`src/rtl/core/round_robin_slot_scheduler_unit_defines.svh`:
```
// Assertion macros shared by the scheduler RTL files
`ifndef ROUND_ROBIN_SLOT_SCHEDULER_UNIT_DEFINES_SVH
`define ROUND_ROBIN_SLOT_SCHEDULER_UNIT_DEFINES_SVH

`ifndef ASSERT_OFF
// Check a property at every rising edge outside reset
`define RRSS_ASSERT(lbl, clk, rst_n, prop, msg) \
    lbl: assert property (@(posedge clk) disable iff (!rst_n) prop) else $error(msg);
// Check a plain condition at every rising edge outside reset
`define RRSS_ASSERT_ALWAYS(lbl, clk, rst_n, expr, msg) \
    lbl: assert property (@(posedge clk) disable iff (!rst_n) (expr)) else $error(msg);
`else
`define RRSS_ASSERT(lbl, clk, rst_n, prop, msg)
`define RRSS_ASSERT_ALWAYS(lbl, clk, rst_n, expr, msg)
`endif

`endif

```
`src/rtl/core/rrss_pkg.sv`:
```
// Shared types and constants of the round-robin slot scheduler
`default_nettype none

package rrss_pkg;

    localparam int CMD_W      = 2;
    localparam int TIME_W     = 64;
    localparam int ID_W       = 32;
    localparam int SLOT_OUT_W = 3;

    // Command codes
    localparam logic [CMD_W-1:0] CMD_TICK   = 2'd0;
    localparam logic [CMD_W-1:0] CMD_CREATE = 2'd1;
    localparam logic [CMD_W-1:0] CMD_EXIT   = 2'd2;
    localparam logic [CMD_W-1:0] CMD_SLEEP  = 2'd3;

    // Slot states
    localparam logic [1:0] ST_FREE  = 2'd0;
    localparam logic [1:0] ST_READY = 2'd1;
    localparam logic [1:0] ST_RUN   = 2'd2;
    localparam logic [1:0] ST_SLEEP = 2'd3;

    // Controller to datapath commands
    typedef struct packed {
        logic capture;
        logic latch_before;
        logic cscan_init;
        logic sched_init;
        logic do_sleep;
        logic exit_free;
        logic exit_parent;
        logic scan_step;
        logic cscan_step;
        logic load_result;
    } rrss_cmd_t;

    // Datapath to controller status
    typedef struct packed {
        logic [CMD_W-1:0] command;
        logic             runner;
        logic             live_zero;
        logic             scan_done;
        logic             cscan_done;
        logic             out_free;
    } rrss_stat_t;

endpackage

`default_nettype wire

```
`src/rtl/core/rrss_ctrl.sv`:
```
// Sequencer of the scheduler: steps each command through its phases
`default_nettype none
`include "round_robin_slot_scheduler_unit_defines.svh"

module rrss_ctrl (
    input  wire logic              aclk,
    input  wire logic              aresetn,
    input  wire logic              s_valid,
    output logic                   s_ready,
    input  wire rrss_pkg::rrss_stat_t stat,
    output rrss_pkg::rrss_cmd_t    cmd
);
    import rrss_pkg::*;

    localparam logic [3:0] S_IDLE   = 4'd0;
    localparam logic [3:0] S_DECODE = 4'd1;
    localparam logic [3:0] S_SLEEP  = 4'd2;
    localparam logic [3:0] S_EXIT_A = 4'd3;
    localparam logic [3:0] S_EXIT_B = 4'd4;
    localparam logic [3:0] S_SCHED  = 4'd5;
    localparam logic [3:0] S_SCAN   = 4'd6;
    localparam logic [3:0] S_CSCAN  = 4'd7;
    localparam logic [3:0] S_IDRD   = 4'd8;
    localparam logic [3:0] S_RESULT = 4'd9;

    logic [3:0] state_reg;
    logic [3:0] state_next;

    assign s_ready = (state_reg == S_IDLE);

    // Decode state into next state and datapath commands
    always_comb begin
        state_next = state_reg;
        cmd        = '0;
        unique case (state_reg)
            S_IDLE: begin
                cmd.capture = s_valid;
                if (s_valid) begin
                    state_next = S_DECODE;
                end
            end
            S_DECODE: begin
                cmd.latch_before = 1'b1;
                unique case (stat.command)
                    CMD_CREATE: begin
                        cmd.cscan_init = 1'b1;
                        state_next     = S_CSCAN;
                    end
                    CMD_TICK: begin
                        cmd.sched_init = 1'b1;
                        state_next     = stat.live_zero ? S_IDRD : S_SCAN;
                    end
                    CMD_EXIT: begin
                        state_next = stat.runner ? S_EXIT_A : S_IDRD;
                    end
                    default: begin
                        state_next = stat.runner ? S_SLEEP : S_IDRD;
                    end
                endcase
            end
            S_SLEEP: begin
                cmd.do_sleep = 1'b1;
                state_next   = S_SCHED;
            end
            S_EXIT_A: begin
                cmd.exit_free = 1'b1;
                state_next    = S_EXIT_B;
            end
            S_EXIT_B: begin
                cmd.exit_parent = 1'b1;
                state_next      = S_SCHED;
            end
            S_SCHED: begin
                cmd.sched_init = 1'b1;
                state_next     = stat.live_zero ? S_IDRD : S_SCAN;
            end
            S_SCAN: begin
                cmd.scan_step = 1'b1;
                if (stat.scan_done) begin
                    state_next = S_IDRD;
                end
            end
            S_CSCAN: begin
                cmd.cscan_step = 1'b1;
                if (stat.cscan_done) begin
                    state_next = S_IDRD;
                end
            end
            S_IDRD: begin
                state_next = S_RESULT;
            end
            S_RESULT: begin
                if (stat.out_free) begin
                    cmd.load_result = 1'b1;
                    state_next      = S_IDLE;
                end
            end
            default: begin
                state_next = S_IDLE;
            end
        endcase
    end

    // Advance the state
    always_ff @(posedge aclk) begin
        if (!aresetn) begin
            state_reg <= S_IDLE;
        end else begin
            state_reg <= state_next;
        end
    end

    `RRSS_ASSERT(a_accept_decodes, aclk, aresetn, (s_valid && s_ready) |=> (state_reg == S_DECODE), "transfer not followed by decode")
    `RRSS_ASSERT(a_scan_exit, aclk, aresetn, (state_reg == S_SCAN) |=> (state_reg == S_SCAN || state_reg == S_IDRD), "scan left to wrong state")

endmodule

`default_nettype wire

```
`src/rtl/core/rrss_dpath.sv`:
```
// Scheduler datapath: slot table, wake/id/parent memories, scan and result
`default_nettype none
`include "round_robin_slot_scheduler_unit_defines.svh"

module rrss_dpath #(
    parameter int NUM_SLOTS = 8
) (
    input  wire logic                          aclk,
    input  wire logic                          aresetn,
    input  wire rrss_pkg::rrss_cmd_t           cmd,
    output rrss_pkg::rrss_stat_t               stat,
    input  wire logic [rrss_pkg::CMD_W-1:0]    s_command,
    input  wire logic [rrss_pkg::TIME_W-1:0]   s_now,
    input  wire logic [rrss_pkg::TIME_W-1:0]   s_wakeup_at,
    output logic                               m_valid,
    input  wire logic                          m_ready,
    output logic [rrss_pkg::SLOT_OUT_W-1:0]    m_slot,
    output logic [rrss_pkg::ID_W-1:0]          m_task_id,
    output logic                               m_ok,
    output logic                               m_idle,
    output logic                               m_switched
);
    import rrss_pkg::*;

    localparam int SW = $clog2(NUM_SLOTS);
    localparam int CW = $clog2(NUM_SLOTS + 1);
    localparam logic [SW-1:0] LAST_SLOT = SW'(NUM_SLOTS - 1);

    function automatic logic [SW-1:0] slot_inc(input logic [SW-1:0] s);
        slot_inc = (s == LAST_SLOT) ? '0 : s + 1'b1;
    endfunction

    // Slot table and memories
    logic [1:0]        slot_state_reg  [NUM_SLOTS];
    logic [1:0]        slot_state_next [NUM_SLOTS];
    logic [TIME_W-1:0] wake_mem        [NUM_SLOTS];
    logic [ID_W-1:0]   id_mem          [NUM_SLOTS];
    logic [SW:0]       parent_mem      [NUM_SLOTS];

    // Control registers
    logic [SW-1:0]   cur_reg, cur_next;
    logic            cv_reg, cv_next;
    logic            idle_reg, idle_next;
    logic [CW-1:0]   live_reg, live_next;
    logic [ID_W-1:0] next_id_reg, next_id_next;
    logic            m_valid_reg, m_valid_next;

    // Payload registers
    logic [CMD_W-1:0]      cmd_reg;
    logic [TIME_W-1:0]     now_reg;
    logic [TIME_W-1:0]     wake_in_reg;
    logic                  before_valid_reg;
    logic [SW-1:0]         before_slot_reg;
    logic                  ok_reg;
    logic [SW-1:0]         start_reg;
    logic [SW-1:0]         scan_reg, scan_next;
    logic [SW-1:0]         res_slot_reg;
    logic [ID_W-1:0]       res_id_reg;
    logic [TIME_W-1:0]     wake_q;
    logic [ID_W-1:0]       id_q;
    logic [SW:0]           parent_q;
    logic [SLOT_OUT_W-1:0] m_slot_reg;
    logic [ID_W-1:0]       m_task_id_reg;
    logic                  m_ok_reg;
    logic                  m_idle_reg;
    logic                  m_switched_reg;

    logic          runner;
    logic [1:0]    scan_st;
    logic          scan_hit;
    logic          scan_wrap;
    logic          scan_done;
    logic          cscan_hit;
    logic          cscan_done;
    logic [SW-1:0] sched_start;
    logic [SW-1:0] parent_sl;
    logic          is_create;
    logic          out_free;

    // Derive runner and scan decisions
    assign runner      = cv_reg && !idle_reg && (slot_state_reg[cur_reg] == ST_RUN);
    assign scan_st     = slot_state_reg[scan_reg];
    assign scan_hit    = (scan_st == ST_READY) || ((scan_st == ST_SLEEP) && (wake_q <= now_reg));
    assign scan_wrap   = (scan_reg == start_reg);
    assign scan_done   = scan_hit || scan_wrap;
    assign cscan_hit   = !(cv_reg && (scan_reg == cur_reg)) && (scan_st == ST_FREE);
    assign cscan_done  = cscan_hit || (scan_reg == LAST_SLOT);
    assign sched_start = cv_reg ? cur_reg : '0;
    assign parent_sl   = parent_q[SW-1:0];
    assign is_create   = (cmd_reg == CMD_CREATE);
    assign out_free    = !m_valid_reg || m_ready;

    assign stat.command    = cmd_reg;
    assign stat.runner     = runner;
    assign stat.live_zero  = (live_reg == '0);
    assign stat.scan_done  = scan_done;
    assign stat.cscan_done = cscan_done;
    assign stat.out_free   = out_free;

    // Update slot states
    always_comb begin
        for (int i = 0; i < NUM_SLOTS; i++) begin
            slot_state_next[i] = slot_state_reg[i];
        end
        if (cmd.do_sleep) begin
            slot_state_next[cur_reg] = ST_SLEEP;
        end
        if (cmd.exit_free) begin
            slot_state_next[cur_reg] = ST_FREE;
        end
        if (cmd.exit_parent && parent_q[SW] && (slot_state_reg[parent_sl] == ST_SLEEP)) begin
            slot_state_next[parent_sl] = ST_READY;
        end
        if (cmd.cscan_step && cscan_hit) begin
            slot_state_next[scan_reg] = ST_READY;
        end
        if (cmd.scan_step && scan_hit) begin
            // demote the previous runner, then run the pick
            if (runner && (cur_reg != scan_reg)) begin
                slot_state_next[cur_reg] = ST_READY;
            end
            slot_state_next[scan_reg] = ST_RUN;
        end
    end

    // Compute control register updates
    always_comb begin
        cur_next     = cur_reg;
        cv_next      = cv_reg;
        idle_next    = idle_reg;
        live_next    = live_reg;
        next_id_next = next_id_reg;
        m_valid_next = m_valid_reg;
        if (cmd.sched_init && (live_reg == '0)) begin
            idle_next = 1'b1;
        end
        if (cmd.exit_free && (live_reg != '0)) begin
            live_next = live_reg - 1'b1;
        end
        if (cmd.cscan_step && cscan_hit) begin
            live_next    = live_reg + 1'b1;
            next_id_next = next_id_reg + 1'b1;
        end
        if (cmd.scan_step && scan_done) begin
            cur_next  = scan_reg;
            cv_next   = 1'b1;
            idle_next = !(scan_hit || (scan_st == ST_RUN));
        end
        if (cmd.load_result) begin
            m_valid_next = 1'b1;
        end else if (m_ready) begin
            m_valid_next = 1'b0;
        end
    end

    // Step the scan position
    always_comb begin
        scan_next = scan_reg;
        if (cmd.sched_init) begin
            scan_next = slot_inc(sched_start);
        end else if (cmd.cscan_init) begin
            scan_next = '0;
        end else if ((cmd.scan_step && !scan_done) || (cmd.cscan_step && !cscan_done)) begin
            scan_next = slot_inc(scan_reg);
        end
    end

    // Hold control state
    always_ff @(posedge aclk) begin
        if (!aresetn) begin
            for (int i = 0; i < NUM_SLOTS; i++) begin
                slot_state_reg[i] <= ST_FREE;
            end
            cur_reg     <= '0;
            cv_reg      <= 1'b0;
            idle_reg    <= 1'b1;
            live_reg    <= '0;
            next_id_reg <= '0;
            m_valid_reg <= 1'b0;
        end else begin
            for (int i = 0; i < NUM_SLOTS; i++) begin
                slot_state_reg[i] <= slot_state_next[i];
            end
            cur_reg     <= cur_next;
            cv_reg      <= cv_next;
            idle_reg    <= idle_next;
            live_reg    <= live_next;
            next_id_reg <= next_id_next;
            m_valid_reg <= m_valid_next;
        end
    end

    // Capture the transfer and per-command values
    always_ff @(posedge aclk) begin
        scan_reg <= scan_next;
        if (cmd.capture) begin
            cmd_reg     <= s_command;
            now_reg     <= s_now;
            wake_in_reg <= s_wakeup_at;
        end
        if (cmd.latch_before) begin
            before_valid_reg <= runner;
            before_slot_reg  <= cur_reg;
            ok_reg           <= (cmd_reg == CMD_TICK) ? (live_reg != '0) : runner;
        end
        if (cmd.sched_init) begin
            start_reg <= sched_start;
        end
        if (cmd.cscan_step && cscan_done) begin
            res_slot_reg <= cscan_hit ? scan_reg : '0;
            res_id_reg   <= cscan_hit ? next_id_reg : '0;
            ok_reg       <= cscan_hit;
        end
    end

    // Write and read the wake, id and parent memories
    always_ff @(posedge aclk) begin
        if (cmd.do_sleep) begin
            wake_mem[cur_reg] <= wake_in_reg;
        end
        if (cmd.cscan_step && cscan_hit) begin
            id_mem[scan_reg]     <= next_id_reg;
            parent_mem[scan_reg] <= before_valid_reg ? {1'b1, before_slot_reg} : '0;
        end else if (cmd.exit_parent) begin
            parent_mem[cur_reg] <= '0;
        end
        wake_q   <= wake_mem[scan_next];
        id_q     <= id_mem[cur_reg];
        parent_q <= parent_mem[cur_reg];
    end

    // Load the result register
    always_ff @(posedge aclk) begin
        if (cmd.load_result) begin
            m_ok_reg   <= ok_reg;
            m_idle_reg <= !runner;
            if (is_create) begin
                m_slot_reg     <= SLOT_OUT_W'(res_slot_reg);
                m_task_id_reg  <= res_id_reg;
                m_switched_reg <= 1'b0;
            end else begin
                m_slot_reg     <= runner ? SLOT_OUT_W'(cur_reg) : '0;
                m_task_id_reg  <= runner ? id_q : '0;
                m_switched_reg <= (before_valid_reg != runner) ||
                                  (before_valid_reg && runner && (before_slot_reg != cur_reg));
            end
        end
    end

    assign m_valid    = m_valid_reg;
    assign m_slot     = m_slot_reg;
    assign m_task_id  = m_task_id_reg;
    assign m_ok       = m_ok_reg;
    assign m_idle     = m_idle_reg;
    assign m_switched = m_switched_reg;

    // Gather per-slot flags for the checks below
    logic [NUM_SLOTS-1:0] run_vec;
    logic [NUM_SLOTS-1:0] used_vec;

    always_comb begin
        for (int i = 0; i < NUM_SLOTS; i++) begin
            run_vec[i]  = (slot_state_reg[i] == ST_RUN);
            used_vec[i] = (slot_state_reg[i] != ST_FREE);
        end
    end

    `RRSS_ASSERT_ALWAYS(a_one_runner, aclk, aresetn, $countones(run_vec) <= 1, "more than one running slot")
    `RRSS_ASSERT_ALWAYS(a_live_count, aclk, aresetn, $countones(used_vec) == int'(live_reg), "live count out of step with slot table")

endmodule

`default_nettype wire

```
`src/rtl/core/round_robin_slot_scheduler_unit.sv`:
```
// Top level of the round-robin slot scheduler with sleep timers
//
// One command is taken per transfer and gives exactly one result transfer.
// Commands are handled one at a time; the next transfer is taken as soon as
// the previous result sits in the output register. From transfer to result,
// a tick runs the slot scan; sleep first puts the runner to sleep, exit first
// frees its slot and wakes a sleeping parent, and both then run the scan; create
// runs its own scan for a free slot. The slot scan visits one slot per cycle and
// reads one wake time per cycle from the wake-time memory, and a registered read
// of the task-id memory follows it. Exit or sleep with no running task, a tick on
// an empty table and an exit that empties the table skip the scan. A result that
// waits for the receiver holds back the result of the next command.
// No clearing pass is needed after reset: the slot states reset to free, and
// the wake, id and parent memories are only read after being written.
`default_nettype none

module round_robin_slot_scheduler_unit #(
    parameter int NUM_SLOTS = 8
) (
    input  wire logic                          aclk,
    input  wire logic                          aresetn,
    input  wire logic                          s_valid,
    output logic                               s_ready,
    input  wire logic [rrss_pkg::CMD_W-1:0]    s_command,
    input  wire logic [rrss_pkg::TIME_W-1:0]   s_now,
    input  wire logic [rrss_pkg::TIME_W-1:0]   s_wakeup_at,
    output logic                               m_valid,
    input  wire logic                          m_ready,
    output logic [rrss_pkg::SLOT_OUT_W-1:0]    m_slot,
    output logic [rrss_pkg::ID_W-1:0]          m_task_id,
    output logic                               m_ok,
    output logic                               m_idle,
    output logic                               m_switched
);
    import rrss_pkg::*;

    rrss_cmd_t  cmd;
    rrss_stat_t stat;

    // Sequence the command phases
    rrss_ctrl u_ctrl (
        .aclk    (aclk),
        .aresetn (aresetn),
        .s_valid (s_valid),
        .s_ready (s_ready),
        .stat    (stat),
        .cmd     (cmd)
    );

    // Hold the slot table and produce the result
    rrss_dpath #(
        .NUM_SLOTS (NUM_SLOTS)
    ) u_dpath (
        .aclk        (aclk),
        .aresetn     (aresetn),
        .cmd         (cmd),
        .stat        (stat),
        .s_command   (s_command),
        .s_now       (s_now),
        .s_wakeup_at (s_wakeup_at),
        .m_valid     (m_valid),
        .m_ready     (m_ready),
        .m_slot      (m_slot),
        .m_task_id   (m_task_id),
        .m_ok        (m_ok),
        .m_idle      (m_idle),
        .m_switched  (m_switched)
    );

endmodule

`default_nettype wire
```
`config.mk`:
```
export PLATFORM = sky130hd
export DESIGN_NAME = round_robin_slot_scheduler_unit
export DESIGN_NICKNAME = d
export VERILOG_FILES = /design/src/rtl/core/rrss_pkg.sv /design/src/rtl/core/rrss_ctrl.sv /design/src/rtl/core/rrss_dpath.sv /design/src/rtl/core/round_robin_slot_scheduler_unit.sv
export VERILOG_INCLUDE_DIRS = /design/src /design/src/rtl/core
export SDC_FILE = /design/constraint.sdc
export NUM_CORES = 1
export LEC_CHECK = 0
export BUFFER_PORTS_ARGS = -buffer_cell sky130_fd_sc_hd__buf_2
export CAP_MARGIN = 20
export CELL_PAD_IN_SITES_DETAIL_PLACEMENT = 1
export CELL_PAD_IN_SITES_GLOBAL_PLACEMENT = 2
export CORE_MARGIN = 1.5
export CORE_UTILIZATION = 50
export DETAILED_ROUTE_END_ITERATION = 16
export MAX_ROUTING_LAYER = met4
export PLACE_DENSITY_LB_ADDON = 0.1
export SLEW_MARGIN = 20
export SYNTH_ARGS = -nofsm -noshare
export SYNTH_HDL_FRONTEND = slang
export SYNTH_SLANG_ARGS = --single-unit
```
`constraint.sdc`:
```
create_clock -name aclk -period 17.2 [get_ports aclk]
set_input_delay 3.44 -clock aclk [delete_from_list [all_inputs] [get_ports aclk]]
set_output_delay 3.44 -clock aclk [all_outputs]
set_load 0.05 [all_outputs]
```
After elaboration in Yosys (flattened, before gate mapping)
Memory sizes are Yosys's and may differ from the RTL's. A register that Yosys moved wholly into a read port is not among the register bits.
Index checks and enable logic that the tools add are counted.
{ "classes": {"add_sub_neg": 5, "order_cmp": 7, "n_eq_ne": 27, "muxes": 76, "n_bitwise": 26, "n_reduce_logical": 47} }
{ "op_table": {"columns": ["operator", "count"], "rows": [
  ["$mux 16", 7],
  ["$le 64x64->1", 1],
  ["$mux 32", 2],
  ["$mux 4", 11],
  ["$pmux 4 s9", 1],
  ["$mux 3", 11],
  ["$add 32x1->32 const B", 1],
  ["$and 8x8->8", 4],
  ["$not 8->8", 4],
  ["$or 8x8->8", 4],
  ["$mux 1", 27],
  ["$mux 2", 12],
  ["$logic_and 1x1->1", 21],
  ["$demux 2 s3", 3],
  ["$and 16x16->16", 1],
  ["$eq 4x3->1 const B", 4],
  ["$not 16->16", 1],
  ["$or 16x16->16", 1],
  ["$ge 4x4->1 const B", 3],
  ["$lt 4x1->1 const B", 3],
  ["$not 3->4", 3],
  ["$pmux 4 s3", 1],
  ["$eq 2x2->1 const B", 5],
  ["$eq 4x2->1 const B", 2],
  ["23 further kinds", 55]
]} }
{ "totals": {"reg_bits": 260, "mem_bits_rw": 816, "in_bits": 134, "word_cells": 214, "memories": 4} }
{ "mem_list": {"columns": ["memory", "depth", "width", "rd", "rd_ports_with_merged_regs", "write_ports", "line", "rtl"], "rows": [
  ["u_dpath.wake_mem", 8, 64, 1, 1, 1, "rrss_dpath.sv:36", "logic [TIME_W-1:0] wake_mem [NUM_SLOTS];"],
  ["u_dpath.id_mem", 8, 32, 1, 1, 1, "rrss_dpath.sv:37", "logic [ID_W-1:0] id_mem [NUM_SLOTS];"],
  ["u_dpath.parent_mem", 8, 4, 1, 1, 1, "rrss_dpath.sv:38", "logic [SW:0] parent_mem [NUM_SLOTS];"],
  ["u_dpath.slot_state_reg", 8, 2, 11, 2, 8, "rrss_dpath.sv:34", "logic [1:0] slot_state_reg [NUM_SLOTS];"]
]} }

Longest topological paths before layout
Gate-level depths: netlist (run 1).
{ "logic_depth": {"word_depth": 19, "depth_mapped": 17, "mapped_depth_nobuf": 14} }

By module
From an unflattened synthesis (run 1), not the netlist that was laid out.
{ "unflattened": {"hier_cells": 2914, "hier_area_um2": 45773.9} }
{ "modules_own_cells": {"columns": ["module", "n_inst", "cells_each", "area_each_um2", "seq_area_each_um2"], "rows": [
  ["rrss_dpath", 1, 2858, 45379.8, 33642.3],
  ["rrss_ctrl", 1, 56, 394.1, 80.1]
]} }

Worst setup path after synthesis (run 1)
Ideal clock, no wire load.
{ "synth_path": {"path_type": "input to register", "from": "in s_valid", "to": "reg u_dpath.cmd_reg[0], enable pin", "setup_time_ps": 506, "t_arrival_ps": 6466, "path_slack_ps": 10228, "stages": 1, "n_path_buf": 0, "cell_sequence": "and3_1"} }
{ "synth_between": {"elab_chain_len": 1} }
{ "synth_lines": {"columns": ["item", "line", "rtl"], "rows": [
  ["start, declared", "round_robin_slot_scheduler_unit.sv:22", "input wire logic s_valid,"],
  ["$mux 1", "rrss_ctrl.sv:35", "unique case (state_reg)"],
  ["end signal, assigned", "rrss_dpath.sv:197", "cmd_reg <= s_command;"],
  ["end, declared", "rrss_dpath.sv:49", "logic [CMD_W-1:0] cmd_reg;"]
]} }
No other way between the ends.
A chain may end at the register's enable or synchronous reset.

Worst setup path in the final report (run 1)
{ "layout_path": {"from": "reg u_dpath.now_reg[31]", "to": "reg u_dpath.wake_q[46], read port of u_dpath.wake_mem"} }
{ "layout_between": {"elab_chain_len": 10} }
{ "layout_lines": {"columns": ["item", "line", "rtl"], "rows": [
  ["start, declared", "rrss_dpath.sv:50", "logic [TIME_W-1:0] now_reg;"],
  ["start signal, assigned", "rrss_dpath.sv:198", "now_reg <= s_now;"],
  ["$le 64x64->1", "rrss_dpath.sv:83", "assign scan_hit = (scan_st == ST_READY) || ((scan_st == ST_SLEEP) && (wake_q <= now_reg));"],
  ["$logic_and 1x1->1", "rrss_dpath.sv:83", null],
  ["$logic_or 1x1->1", "rrss_dpath.sv:83", null],
  ["$logic_or 1x1->1", "rrss_dpath.sv:85", "assign scan_done = scan_hit || scan_wrap;"],
  ["$logic_not 1->1", "rrss_dpath.sv:163", "end else if ((cmd.scan_step && !scan_done) || (cmd.cscan_step && !cscan_done)) begin"],
  ["$logic_and 1x1->1", "rrss_dpath.sv:163", null],
  ["$logic_or 1x1->1", "rrss_dpath.sv:163", null],
  ["$mux 3", "rrss_dpath.sv:163", null],
  ["$mux 3", "rrss_dpath.sv:161", "end else if (cmd.cscan_init) begin"],
  ["$mux 3", "rrss_dpath.sv:159", "if (cmd.sched_init) begin"],
  ["end, declared", "rrss_dpath.sv:59", "logic [TIME_W-1:0] wake_q;"]
]} }
No other way between the ends.

==> results of run 1 <==
[critical path, cell delays in order (launching register included)]
cell,delay (ns)
edfxtp_1,0.33
inv_1,0.04
ha_1,0.30
and4_1,0.33
nor4bb_1,0.77
and2_1,0.31
nand3_1,0.11
nand2_1,0.11
a31oi_1,0.11
o21a_1,0.35
or4b_4,0.56
o311ai_4,0.09
buf_4,0.76
buf_6,0.72
buf_12,0.57
mux2i_1,0.29
mux2i_1,0.11
mux2_2,0.30
[cells in the final DEF, fill, tap and decap left out, types with 11 or more instances in the layout]
cell type,n
edfxtp_1,1011
mux2i_1,394
buf_2,173
dfxtp_1,168
a22oi_1,147
clkbuf_16,136
nand2_1,134
inv_1,74
ha_1,72
and2_1,67
mux2_2,64
o21ai_0,63
nand4_1,50
a21oi_1,48
nor2_1,43
buf_4,43
xnor2_1,27
clkinv_2,27
nand3_1,22
clkbuf_1,22
nor2b_1,16
clkbuf_8,16
and3_1,14
clkinv_1,13
nand2b_1,12
nor2_4,11
bufinv_16,11
[worst paths after layout]
path                                           from                  to  slack [ns]
worst min-delay path                 u_dpath.ok_reg        u_dpath.m_ok        0.47
worst max-delay path            u_dpath.now_reg[31]  u_dpath.wake_q[46]       10.51
worst min register to register       u_dpath.ok_reg        u_dpath.m_ok        0.47
worst max register to register  u_dpath.now_reg[31]  u_dpath.wake_q[46]       10.51
[layer usage]
layer / share of wire, % / up-vias
met2: 50 / 573
met1: 44 / 12600
met3: 4.1 / 167
met4: 2.5 / 0
li1: - / 11000
met5: 0 / -
[per-stage QoR]
| step | hold WS (ns) | instances | setup WS (ns) | power (uW) | cell area, um^2 |
|---|---|---|---|---|---|
| after detailed placement | 0.467 | 4011 | 10.47 | 3950 | 47600 |
| final | 0.469 | 4250 | 10.51 | 6660 | 52000 |
| after floorplan | 0.400 | 2744 | 10.23 | 3760 | 45700 |
| after global placement | 0.458 | 4011 | 10.38 | 3920 | 47600 |
| after CTS | 0.478 | 4248 | 10.44 | 6720 | 51900 |
| after global routing | 0.492 | 4250 | 10.05 | 6880 | 52000 |
[logic make-up after synthesis]
family,after synthesis,synth area share [%]
flops,1179,73.8
mux,465,10.5
simple gates,449,5.26
compound gates,339,5.01
buf+inv,203,2.74
fa+ha+maj,73,2.01
xor+xnor,36,0.690
[power breakdown]
group	internal (uW)	total [uW]	switching (uW)
clock network	1680	2770	1090
registers	3240	3310	76.1
logic	234	577	343
total	5150	6660	1510
[layout make-up]
| class | count | area (um^2) | share of cell area [%] |
|---|---|---|---|
| Clock buffer | 174 | 3710 | 7.13 |
| Clock inverter | 63 | 619 | 1.19 |
| Inverter | 75 | 282 | 0.542 |
| Multi-Input combinational cell | 1362 | 10900 | 21.0 |
| Sequential cell | 1179 | 33700 | 64.9 |
| Tap cell | 1176 | 1470 | 2.83 |
| Timing Repair Buffer | 221 | 1290 | 2.49 |
==> flow_metrics.py, run 1 <==
metrics = {
    "route": {
        "wl_per_cell_um": 25.5,
        "drc": 0,
        "first_pass_iters": 5,
        "num_vias": 24400,
        "drt_wl_total_um": 108000,
        "ant_nets": 0,
        "detail_route.vias_per_cell": 5.74,
        "drt-initial-drc-count": 1640,
    },
    "finish": {
        "top_regs": "u_dpath.wake_mem (512), u_dpath.id_mem (256)",
        "antennaDiodeCount": 0,
        "synthToLayoutAreaGrowth_pct": 13.7,
        "regMostFlops": "u_dpath.wake_mem",
        "fill_cells": 8249,
        "final_util_pct": 57.6,
        "nNetsFinal": 3176,
        "largest_reg_flops": 512,
        "drive_gt1_share_pct": 17.5,
    },
    "sta": {
        "final_hold_viol_count": 0,
        "post-route-period-util_pct": 38.9,
        "fmax_mhz": 149,
        "setup_viol": 0,
        "rsz0062_at_grt": "false",
        "slew_violations": 0,
        "relSlewSlack_pct": 20.7,
        "skew_ns": 0.0205,
        "fin_crit_ns": 6.69,
        "setup_tns_ns": 0,
        "worstMarginPinSlew_ns": 1.19,
    },
    "synth": {
        "syn_inst": 2744,
        "synth_area_leaders": "edfxtp_1 (66%), mux2i_1 (8.6%), dfxtp_1 (7.4%)",
        "synth_most_common_cell": "edfxtp_1",
        "synth_edf_count": 1011,
        "ys_seq_area_share_pct": 73.8,
        "synth_flop_cell": "edfxtp_1",
        "synth_top_area_share_pct": 66.4,
        "synth_common_cells": "edfxtp_1 (1011), mux2i_1 (394), dfxtp_1 (168)",
        "synthArstFlopShare_pct": 0,
        "synth_fp_nets": 2951,
        "ys_types": 74,
        "synth-seq-cells": 1179,
        "ys_warn_count": 0,
        "synth_area_um2": 45700,
        "netlist.top_cell.by_area": "edfxtp_1",
        "syn_area_per_cell_um2": 16.7,
    },
    "global_route": {
        "grt_max_degree": 137,
        "grt-busiest-layer": "met2",
        "grt_pass1_vias": 26500,
        "grt_pass1_wl_um": 162000,
        "grt_use_met1_pct": 30.7,
        "gr-total-overflow": 0,
        "met2_usage_pct": 39.8,
        "track_usage_pct": 24.1,
        "grt_antenna_before_repair": 1,
        "grt_use_met3_pct": 3.56,
    },
    "power": {
        "power.leakage_uw": 0.0176,
        "power.density_nw_per_um2": 128,
        "ir_worst_vdd_uv": 116,
    },
    "critical_path": {
        "critPathCaptureType": "flop",
        "ff2ff_path_depth": 17,
        "crit_path_max_fanout": 136,
        "startpoint_type": "flop",
        "critical_path_class": "reg2reg",
        "worstPathArrival_ns": 7.29,
        "cp.required_ns": 17.80,
    },
    "placement": {
        "dp_hpwl_um": 59500,
        "gp_routability_congestion": 0.799,
        "portBuffers": 173,
    },
    "cts": {
        "cts_setup_buffers": 0,
        "ctsHoldBuffers": 0,
        "clk_pin_slew_ns": 0.06,
        "clk_latency_ns": 0.72,
        "cts_tree": "done",
        "cts-root-buf": "clkbuf_16",
        "cts_sinks": 1179,
        "clock_path_buffers": 3,
        "htreeDepth": 4,
        "cts_resized": 0,
        "cts_buffers": 130,
    },
    "hold_path": {
        "worstHoldPathCells": 0,
        "hp-class": "reg2reg",
    },
    "floorplan": {
        "die_x_um": 305,
        "die_h_um": 305,
        "rows": 110,
        "ios": 174,
        "start_util_pct": 50.6,
        "dieArea_um2": 93200,
        "core_um2": 90300,
    },
    "outcome": {
        "status": "finished clean",
    },
    "run": {
        "cap_viol_max_count": 0,
    },
}
Note: power is estimated with default switching activity, not from simulation.
==> run 2, diff against run 1 <==
Settings changed: CORE_UTILIZATION 50 to 46.
Clock period 17.2 ns to 6.35 ns, I/O delays scaled along.
==> run 2 against run 1 <==
Core utilization fell by 4.6 points; sequential power grew to 2.7 times the previous value; sequential cell count is the same; first-iteration DRC count fell by 3.8%; register-to-register slack got worse by 9.4 ns; clock-buffer cell count increased by 8; critical endpoint is now u_dpath.wake_q[21]; design area grew 0.25%; hold slack better by 0.0058 ns; largest cell class unchanged; combinational power rose to 2.7 times the previous value; critical path depth fell by 3; critical path type unchanged; clock power rose to 2.6 times the previous value.
==> flow_metrics.py, run 2 (same netlist as run 1, synthesis figures left out) <==
metrics = {
    "outcome": {
        "status": "finished clean",
    },
    "critical_path": {
        "startpoint_type": "flop",
        "max_stage_delay_ns": 0.86,
        "critPathMostFrequentCell": "mux2i_1",
        "worstPathArrival_ns": 5.83,
        "critPathSlowestCell": "o311ai_4",
        "cp.required_ns": 6.97,
        "cpLargestDelayFamily": "compound AO/OA/AOI/OAI gates",
        "critical_path_class": "reg2reg",
        "crit_chain": "inv_1 > ha_1 > nand4_1 > a2111oi_1 > buf_4 > o311ai_0 > a31oi_1 > o21a_1 > nor2_4 > o311ai_4 > buf_12 > mux2i_1 > mux2i_1 > mux2_2",
        "crit_path_max_fanout": 94,
        "crit_buf_inv": 3,
        "critPathCaptureType": "flop",
    },
    "global_route": {
        "gr-total-overflow": 0,
        "grt_antenna_before_repair": 1,
        "track_usage_pct": 22.3,
        "grt_pass1_vias": 25800,
        "grt_pass1_wl_um": 163000,
        "grt_max_degree": 131,
    },
    "sta": {
        "fmax_mhz": 192,
        "fin_crit_ns": 5.21,
        "final_hold_viol_count": 0,
        "rsz0062_at_grt": "false",
        "fin_ws_ns": 1.14,
        "worstMarginPinSlew_ns": 1.05,
        "post-route-period-util_pct": 82.0,
        "skew_ns": 0.0239,
        "setup_viol": 0,
        "relSlewSlack_pct": 29.8,
        "slew_violations": 0,
        "setup_tns_ns": 0,
        "hold_ws_ns": 0.475,
    },
    "cts": {
        "clk_latency_ns": 0.74,
        "cts_setup_buffers": 0,
        "htreeDepth": 4,
        "cts-root-buf": "clkbuf_16",
        "cts_resized": 0,
        "cts_tree": "done",
        "clock_path_buffers": 3,
        "cts_sinks": 1179,
        "clk_pin_slew_ns": 0.06,
        "cts_buffers": 130,
        "ctsHoldBuffers": 0,
    },
    "finish": {
        "synthToLayoutAreaGrowth_pct": 14.0,
        "fill_cells": 9188,
        "mostFrequentLayoutCell": "edfxtp_1",
        "nNetsFinal": 3192,
        "largest_reg_flops": 512,
        "drive_gt1_share_pct": 17.0,
        "regMostFlops": "u_dpath.wake_mem",
        "final_util_pct": 53.0,
        "top_regs": "u_dpath.wake_mem (512), u_dpath.id_mem (256)",
        "layout_common_cells": "edfxtp_1 (1011), mux2i_1 (394), buf_2 (173)",
    },
    "power": {
        "clkPwrFrac_pct": 40.7,
        "p_int_uw": 13700,
        "p_sw_share_pct": 22.9,
        "power_frac_seq_pct": 50.6,
        "total_power_uw": 17800,
        "p_sw_uw": 4060,
        "ir_worst_vdd_uv": 257,
        "combPwrFrac_pct": 8.8,
        "power.density_nw_per_um2": 341,
        "power.leakage_uw": 0.0176,
    },
    "floorplan": {
        "die_x_um": 318,
        "die_h_um": 318,
        "rows": 115,
        "core_um2": 98400,
        "ios": 174,
        "dieArea_um2": 101000,
        "start_util_pct": 46.4,
    },
    "route": {
        "drt-initial-drc-count": 1578,
        "ant_nets": 0,
        "drt_wl_total_um": 109000,
        "wl_per_cell_um": 24.9,
        "drc": 0,
        "detail_route.vias_per_cell": 5.48,
        "first_pass_iters": 5,
        "num_vias": 24000,
    },
    "hold_path": {
        "hp-class": "reg2reg",
    },
    "placement": {
        "gp_routability_congestion": 0.823,
        "dp_hpwl_um": 62700,
        "portBuffers": 173,
        "post-place-ws_ns": 1.04,
    },
    "run": {
        "cap_viol_max_count": 0,
    },
}
==> run 2: final cells by class <==
class | count | area [um^2] | area share [%]
antenna | 1 | 2.50 | 0.00480
timing repair buffer | 237 | 1530 | 2.94
inverter | 75 | 282 | 0.540
tap | 1287 | 1610 | 3.09
sequential | 1179 | 33700 | 64.7
clock inverter | 52 | 503 | 0.965
clock buffer | 182 | 3570 | 6.85
multi-input combinational | 1362 | 10900 | 20.9
==> run 2: path summary, 6_finish.rpt <==
path	depth (start not counted)	start	slack [ns]	endpoint
setup / recovery	14	u_dpath.now_reg[13]	1.14	u_dpath.wake_q[21]
hold / removal	2	u_dpath.id_mem[7][15]	0.48	u_dpath.id_q[15]
setup reg to reg	14	u_dpath.now_reg[13]	1.14	u_dpath.wake_q[21]
hold reg to reg	2	u_dpath.id_mem[7][15]	0.48	u_dpath.id_q[15]
==> run 2: per-stage QoR <==
stage | cell area (um^2) | cells
floorplan | 45700 | 2744
global placement | 48000 | 4139
detailed placement | 48000 | 4140
CTS | 52100 | 4374
global route | 52100 | 4374
finish | 52100 | 4375
==> run 2: per-layer routing <==
metal,routed length (um),share of wire [%],global-route usage [%],vias to the layer above
li1,-,-,-,11000
met2,56600,52,38.3,425
met3,3490,3.2,3.08,164
met5,0,0,-,-
met4,2230,2.0,6.50,0
met1,46800,43,27.5,12400
==> run 2: worst min-delay path, delay by kind of cell (launching register included) <==
kind,cells,cell delay [ns]
compound gates,1,0.06
flops,1,0.32
simple gates,1,0.06
==> run 2: power groups by stage <==
stage               logic [uW]  registers, uW  clock network (uW)
CTS                       1590           8980                7380
detailed placement        1580           9140                   0
finish                    1560           8980                7220
floorplan                 1080           9110                   0
global route              1710           9010                7650
global placement          1540           9130                   0
==> run 3, diff against run 2 <==
Settings changed: CORE_UTILIZATION 46 to 42.
Clock period 6.35 ns to 4.7 ns, I/O delays scaled along.
==> run 3 against run 2 <==
Final cell count is 3.1% higher; sequential share of layout area is 0.67 points lower; via count is 1.1% higher; critical path depth stayed put; clock power is 36% higher; register-to-register slack worse by 0.70 ns; first-iteration DRC count is 14% lower; combinational power is 35% higher; largest cell class unchanged.
==> flow_metrics.py, run 3 (same netlist as run 1, synthesis figures left out) <==
metrics = {
    "sta": {
        "worstMarginPinSlew_ns": 1.00,
        "setup_tns_ns": 0,
        "fmax_mhz": 234,
        "fin_ws_ns": 0.436,
        "fin_crit_ns": 4.26,
        "post-route-period-util_pct": 90.7,
        "rsz0062_at_grt": "false",
        "relSlewSlack_pct": 33.2,
        "setup_viol": 0,
        "final_hold_viol_count": 0,
        "skew_ns": 0.0245,
        "slew_violations": 0,
    },
    "cts": {
        "clk_latency_ns": 0.74,
        "cts_buffers": 131,
        "ctsHoldBuffers": 0,
        "cts-root-buf": "clkbuf_16",
        "cts_resized": 0,
        "htreeDepth": 4,
        "cts_sinks": 1179,
        "cts_tree": "done",
        "clock_path_buffers": 3,
        "cts_setup_buffers": 0,
        "clk_pin_slew_ns": 0.06,
    },
    "floorplan": {
        "start_util_pct": 42.5,
        "ios": 174,
        "rows": 120,
        "core_um2": 108000,
        "dieArea_um2": 111000,
        "die_h_um": 333,
        "die_x_um": 333,
    },
    "finish": {
        "layout_common_cells": "edfxtp_1 (1011), mux2i_1 (394), buf_2 (173)",
        "mostFrequentLayoutCell": "edfxtp_1",
        "drive_gt1_share_pct": 17.6,
        "regMostFlops": "u_dpath.wake_mem",
        "fin_area_um2": 52700,
        "antennaDiodeCount": 0,
        "nNetsFinal": 3207,
        "top_regs": "u_dpath.wake_mem (512), u_dpath.id_mem (256)",
        "fin_cells": 4510,
        "largest_reg_flops": 512,
        "synthToLayoutAreaGrowth_pct": 15.2,
    },
    "route": {
        "detail_route.vias_per_cell": 5.38,
        "ant_nets": 0,
        "drt-initial-drc-count": 1363,
        "drc": 0,
        "drt_wl_total_um": 113000,
        "wl_per_cell_um": 25.1,
        "first_pass_iters": 5,
        "routed.top_layer": "met4",
        "wl_met2_um": 57300,
        "met3_length_um": 3580,
        "wl_met1_um": 49200,
        "num_vias": 24200,
    },
    "critical_path": {
        "critical_path_class": "reg2reg",
        "critPathCaptureType": "flop",
        "worstPathArrival_ns": 4.88,
        "startpoint_type": "flop",
        "crit_path_max_fanout": 32,
        "cp.required_ns": 5.32,
    },
    "power": {
        "power.density_nw_per_um2": 457,
        "power.leakage_uw": 0.0177,
        "total_power_uw": 24100,
        "ir_worst_vdd_uv": 347,
    },
    "placement": {
        "placed_cell_area_um2": 48500,
        "gp_routability_congestion": 0.817,
        "portBuffers": 173,
        "dp_hpwl_um": 64900,
        "post-place-ws_ns": 0.423,
        "place_inst": 4270,
    },
    "run": {
        "cap_viol_max_count": 0,
    },
    "global_route": {
        "gr-total-overflow": 0,
        "grt_pass1_wl_um": 169000,
        "grt_antenna_before_repair": 1,
        "grt_pass1_vias": 26400,
        "grt_max_degree": 75,
        "track_usage_pct": 21.1,
    },
    "outcome": {
        "status": "finished clean",
    },
    "hold_path": {
        "hp-class": "in2reg",
    },
}
-- run 3: final timing paths --
kind	slack, ns	endpoint	cells past startpoint	from
worst max-delay path	0.44	u_dpath.wake_q[55]	14	u_dpath.now_reg[15]
worst min-delay path	0.37	u_dpath.wake_in_reg[10]	1	s_wakeup_at[10]
worst max register to register	0.44	u_dpath.wake_q[55]	14	u_dpath.now_reg[15]
worst min register to register	0.47	u_dpath.id_q[15]	2	u_dpath.id_mem[7][15]
-- run 3: critical path, stage by stage (launching register included) --
cell	delay (ns)
edfxtp_1	0.32
inv_1	0.06
ha_1	0.31
nand4_1	0.32
a2111oi_0	0.67
o311ai_0	0.23
a31oi_1	0.30
o21a_1	0.24
nor2_4	0.09
o311ai_4	0.39
buf_12	0.26
buf_12	0.27
mux2i_1	0.27
mux2i_1	0.11
mux2_2	0.28
-- run 3: layer usage --
metal  vias up  global-route usage (%)
li1      11100                       -
met1     12500                    26.0
met2       452                    35.8
met3       185                    3.17
met4         0                    6.76
met5         -                       -
-- run 3: cell type report --
cell class	count	area (um^2)
Clock buffer	189	3650
Fill cell	10200	54800
Clock inverter	51	480
Multi-Input combinational cell	1362	10900
Sequential cell	1179	33700
Inverter	75	282
Timing Repair Buffer	251	1860
Tap cell	1403	1760
-- run 3: where the power goes --
group,switching [uW],internal (uW)
registers,301,11900
logic,1250,850
clock network,4060,5750
-- run 3: metrics by stage --
stage / hold WS [ns] / utilization [%]
6_report: 0.374 / 49.0
5_1_grt: 0.338 / 49.0
4_1_cts: 0.312 / 49.0
3_5_place_dp: 0.465 / 45.1
3_3_place_gp: 0.460 / 45.1
2_1_floorplan: 0.400 / -
